--- src/hdl/assert_macros.svh ---
// assertion macros shared by the rtl
`ifndef ASSERT_MACROS_SVH
`define ASSERT_MACROS_SVH

// check on every clock edge once reset is released
`define GIA_ASSERT(lbl, prop, msg) \
   lbl: assert property (@(posedge clock) disable iff (reset) (prop)) else $error(msg);

// implication checked on every clock edge once reset is released
`define GIA_ASSERT_IMP(lbl, ante, cons, msg) \
   lbl: assert property (@(posedge clock) disable iff (reset) (ante) |-> (cons)) \
      else $error(msg);

`endif

--- src/hdl/gia_pkg.sv ---
package gia_pkg;

   localparam int MAX_DIM     = 64;
   localparam int QUEUE_DEPTH = 4096;

   localparam int COORD_W   = $clog2(MAX_DIM);
   localparam int DIM_EFF_W = COORD_W + 1;
   localparam int ADDR_W    = 2 * COORD_W;
   localparam int CELLS     = 1 << ADDR_W;
   localparam int QIDX_W    = $clog2(QUEUE_DEPTH);
   localparam int TAIL_W    = $clog2(QUEUE_DEPTH + 1);

   // fixed field widths
   localparam int POS_W     = 6;
   localparam int CELL_W    = 8;
   localparam int CFG_W     = 7;
   localparam int CSR_IDX_W = 1;
   localparam int AREA_W    = 13;
   localparam int AREA_MAX  = 8191;

   localparam logic [CFG_W-1:0] GRID_ROWS_RST = 7'd10;
   localparam logic [CFG_W-1:0] GRID_COLS_RST = 7'd10;

   localparam logic [CSR_IDX_W-1:0] REG_GRID_ROWS = 1'b0;
   localparam logic [CSR_IDX_W-1:0] REG_GRID_COLS = 1'b1;

   localparam logic OP_WRITE = 1'b0;
   localparam logic OP_QUERY = 1'b1;

   typedef enum logic [1:0] {
      DIR_EAST,
      DIR_SOUTH,
      DIR_WEST,
      DIR_NORTH
   } gia_dir_type;

   typedef enum logic [2:0] {
      ST_INIT,
      ST_IDLE,
      ST_POP,
      ST_FETCH,
      ST_PROBE,
      ST_TEST,
      ST_CLEAN
   } gia_state_type;

   typedef struct packed {
      logic [ADDR_W-1:0] addr;
      logic              land_we;
      logic              land_wd;
      logic              vis_we;
      logic              vis_wd;
   } map_req_type;

   typedef struct packed {
      logic              we;
      logic [QIDX_W-1:0] waddr;
      logic [ADDR_W-1:0] wdata;
      logic [QIDX_W-1:0] raddr;
   } queue_req_type;

   typedef struct packed {
      logic              ok;
      logic [ADDR_W-1:0] addr;
   } nbr_type;

endpackage

--- src/hdl/gia_nbr_unit.sv ---
module gia_nbr_unit (
   input  logic [gia_pkg::COORD_W-1:0]   cur_row,
   input  logic [gia_pkg::COORD_W-1:0]   cur_col,
   input  gia_pkg::gia_dir_type          dir,
   input  logic [gia_pkg::DIM_EFF_W-1:0] rows_eff,
   input  logic [gia_pkg::DIM_EFF_W-1:0] cols_eff,
   output gia_pkg::nbr_type              nbr
);
   import gia_pkg::*;

   logic [DIM_EFF_W-1:0] row_ext;
   logic [DIM_EFF_W-1:0] col_ext;

   assign row_ext = {1'b0, cur_row};
   assign col_ext = {1'b0, cur_col};

   // one step in the chosen direction plus the bounds check
   always_comb begin
      nbr = '0;
      unique case (dir)
         DIR_EAST: begin
            nbr.ok   = (col_ext + 1'b1) < cols_eff;
            nbr.addr = {cur_row, cur_col + 1'b1};
         end
         DIR_SOUTH: begin
            nbr.ok   = (row_ext + 1'b1) < rows_eff;
            nbr.addr = {cur_row + 1'b1, cur_col};
         end
         DIR_WEST: begin
            nbr.ok   = cur_col != '0;
            nbr.addr = {cur_row, cur_col - 1'b1};
         end
         DIR_NORTH: begin
            nbr.ok   = cur_row != '0;
            nbr.addr = {cur_row - 1'b1, cur_col};
         end
         default: nbr = '0;
      endcase
   end

endmodule

--- config.mk ---
export PLATFORM = sky130hd
export DESIGN_NAME = gia_nbr_unit
export DESIGN_NICKNAME = d
export VERILOG_FILES = /design/src/hdl/assert_macros.svh /design/src/hdl/gia_pkg.sv /design/src/hdl/gia_nbr_unit.sv
export SDC_FILE = /design/constraint.sdc
export NUM_CORES = 1
export LEC_CHECK = 0
export ABC_AREA = 1
export BUFFER_PORTS_ARGS = -buffer_cell sky130_fd_sc_hd__buf_2
export CORE_UTILIZATION = 56
export DETAILED_ROUTE_END_ITERATION = 8
export GPL_ROUTABILITY_DRIVEN = 0
export PLACE_DENSITY = 0.89
export SLEW_MARGIN = 20
export SYNTH_ARGS = -nofsm -noshare
export SYNTH_HDL_FRONTEND = slang
export SYNTH_SLANG_ARGS = --single-unit
export TNS_END_PERCENT = 20
--- constraint.sdc ---
create_clock -name vclk -period 2.4
set_clock_uncertainty 0.05 [all_clocks]
set_input_delay 0.24 -clock vclk [all_inputs]
set_output_delay 0.24 -clock vclk [all_outputs]
set_load 0.02 [all_outputs]
# Word level (Yosys, flattened, before mapping)
# Index checks and enable logic that the tools add are counted.
# totals
register_bits	0
latchBits	0
ramBits	0
mem_bits_ro	0
inputBits	28
out_inout_bits	13
elab_cells	15
mem_count	0
# classes
n_addsub	6
mul	0
n_div	0
order_cmp	2
n_eq_ne	3
shift	0
muxes	1
n_bitwise	0
n_reduce_logical	3
# op_table
cell	count
13-bit case mux with 4 select lines	1
6-bit by 1-bit adder with 7-bit output (second input constant)	2
7-bit < comparator	2
6-bit by 1-bit adder with 6-bit output (second input constant)	2
6-bit nonzero test	2
6-bit by 1-bit subtractor with 6-bit output (second input constant)	2
2-bit == test (second input constant)	2
2-bit by 1-bit == test with 1-bit output (second input constant)	1
2-bit logical NOT	1

# Depth between registers and ports, before layout
# depth
depth_word	3
mapped_depth	13
depth_no_buf	13

# Worst setup path before layout
# OpenSTA, ideal clock, no wires.
# synth_timing
path_type	input to output
from	input port cur_col[2] (netlist name)
to	output port nbr[12] (netlist name)
arrival_time_ns	1.618
required_ns	2.110
path_slack_ns	0.492
path_stages	10
n_path_buf	1
path_cell_list	clkbuf_2 > nand3_1 > nor3_1 > xor2_1 > inv_1 > ha_1 > nand2_1 > o21a_1 > nand4_1 > nand3_1
# synth_lines
element	line	text
from (decl)	gia_nbr_unit.sv:3	input logic [gia_pkg::COORD_W-1:0] cur_col,
to (decl)	gia_nbr_unit.sv:7	output gia_pkg::nbr_type nbr

==> results.yml <==
drt:
  wire_per_inst_um: 9.14
  routed_wl_um: 2370
  num_vias: 1233
  highest_layer: "met3"
  wl_met3_um: 73
  drcViolationCount: 0
  wirelength_met1_um: 1250
  wl_met2_um: 1050
  firstDrtPassIters: 4
  drtIter0Drc: 36
  viasPerCell: 4.76
  ant_nets: 0
timing:
  tightest_slew_ns: 0.293
  rsz0062_at_grt: "false"
  setup_violations: 0
  hold_violations: 0
  setup_tns_ns: 0
  finalCriticalPeriod_ns: 2.12
  fmax_mhz: 472
  setup_ws_ns: 0.282
  report.final.slew_viol_count: 0
  slew_headroom_pct: 80.5
  finalCritPeriodShare_pct: 88.2
clocking:
  cts.hold.buffers_added: 0
  cts_setup_buffers: 0
  ctsResizeCount: 0
status:
  status: "finished, final reports clean"
yosys:
  synth_nets: 242
  synth_area_mm2: 0.00103
  yosysWarnings: 0
  synth_compound_area_share_pct: 11.5
  synthSimpleGateAreaFrac_pct: 40.8
  ys_types: 22
  synthMuxAreaShare_pct: 0
  synth_top_family_by_area: "simple AND/OR/NAND/NOR gates"
  syn_inst: 196
  seq_area_frac_synth_pct: 0
  synth_fa_ha_area_share_pct: 21.8
  avgSynthCellArea_um2: 5.26
  synthXorXnorAreaFrac_pct: 8.50
die:
  dieHeight_um: 44.9
  die_area_mm2: 0.00202
  floorplan.initialDensity_pct: 59.7
  ios: 41
  die_x_um: 44.9
  rows: 15
  core_mm2: 0.00173
global_routing:
  first_global_vias: 988
  grt_max_degree: 15
  grt_use_total_pct: 24.6
  grt_pass1_wl_um: 3900
  grt-ovfl-total: 0
  grt_antenna_before_repair: 0
cells_and_area:
  layout_commonest_cell: "nand2_1"
  final_core_util_pct: 72.6
  drive_gt1_share_pct: 20.1
  diodes: 0
  seq_cell_count: 0
  regArea_um2: 0
  final_net_count: 282
  areaGrowthSynthToFinish_pct: 21.6
  stdcell_count: 259
  mostFrequentLayoutCells: "61 x nand2_1, 41 x inv_1, 41 x buf_2"
  n_clock_buffer: 0
placement:
  dp_cells: 259
  io_buffers: 41
  preCtsSetupSlack_ns: 0.270
  dp_hpwl_um: 2050
min_path:
  min_from: "cur_col[5]"
  holdPathStages: 4
  worstHoldEndpoint: "nbr[5]"
  hold_class: "in -> out"
power_and_ir_drop:
  peakVddDrop_v: 0.000115
  p_leak_nw: 0.857
  finalPower_mw: 0.248
  power.density_mw_per_mm2: 198
setup_path:
  crit_type: "in -> out"
  cp-end-kind: "output port"
  worstPathRequired_ns: 2.11
  critPathArrivalTime_ns: 1.83
  start_kind: "primary input"
  cp_max_fo: 6
job:
  drv_cap: 0
layer usage:
metal | vias up | GRT usage [%]
met3 | 0 | 0
met1 | 517 | 37.6
met2 | 21 | 41.2
li1 | 695 | -
met5 | - | 0
met4 | 0 | 0.606
synthesized netlist by cell type, types with 2 or more instances:
cell type   n  area, µm²
a21oi_1     6       30.0
ha_1       18        225
inv_1      41        154
inv_2       3       11.3
nand2_1    61        229
nand2_2     2       12.5
nand3_1    19       95.1
nand4_1     4       25.0
nor2_1     10       37.5
nor3_1      3       15.0
o21ai_0     8       40.0
o22ai_1     3       18.8
xor2_1      9       78.8
logic make-up (layout without fill, tap and decap cells):
logic type,Yosys count,in the layout
AND/OR/NAND/NOR,100,100
buffers and inverters,47,85
XOR/XNOR,10,10
adder cells (fa/ha/maj),18,18
AO/OA/AOI/OAI,21,21
metrics by stage:
stage | instance area (µm²) | hold WS (ns)
floorplan | 1030 | 0.554
global placement | 1250 | 0.767
detailed placement | 1250 | 0.774
CTS | 1250 | 0.775
global route | 1250 | 0.791
finish | 1250 | 0.773
final cells by class:
cell class / count / area [µm²]
fillers: 173 / 473
multi-input cells: 149 / 852
well taps: 25 / 31.3
repair buffers: 41 / 205
inverters: 44 / 165
critical path, cell delays in order:
cell	delay, ns
buf_2	0.14
nand3_1	0.15
nor3_1	0.23
xor2_1	0.18
inv_1	0.06
ha_1	0.26
nand2_1	0.06
o21a_1	0.18
nand4_1	0.09
nand3_1	0.08
buf_2	0.17
how the worst max path moves through the flow:
| stage | from | endpoint | slack, ns | cells after the start |
|---|---|---|---|---|
| after CTS | cur_col[0] | nbr[12] | 0.27 | 11 |
| after global placement | cur_row[0] | nbr[12] | 0.34 | 13 |
| after detailed placement | cur_col[0] | nbr[12] | 0.27 | 11 |
| final | cur_col[0] | nbr[12] | 0.28 | 11 |
| after floorplan | cur_col[2] | nbr[12] | 0.49 | 10 |
| after global routing | cur_row[0] | nbr[12] | 0.12 | 14 |
power breakdown:
group          switching [mW]  internal (mW)  total (mW)
sequential                  0              0           0
clock                       0              0           0
combinational           0.154         0.0943       0.248
Note: power is estimated with default switching activity, not from simulation.
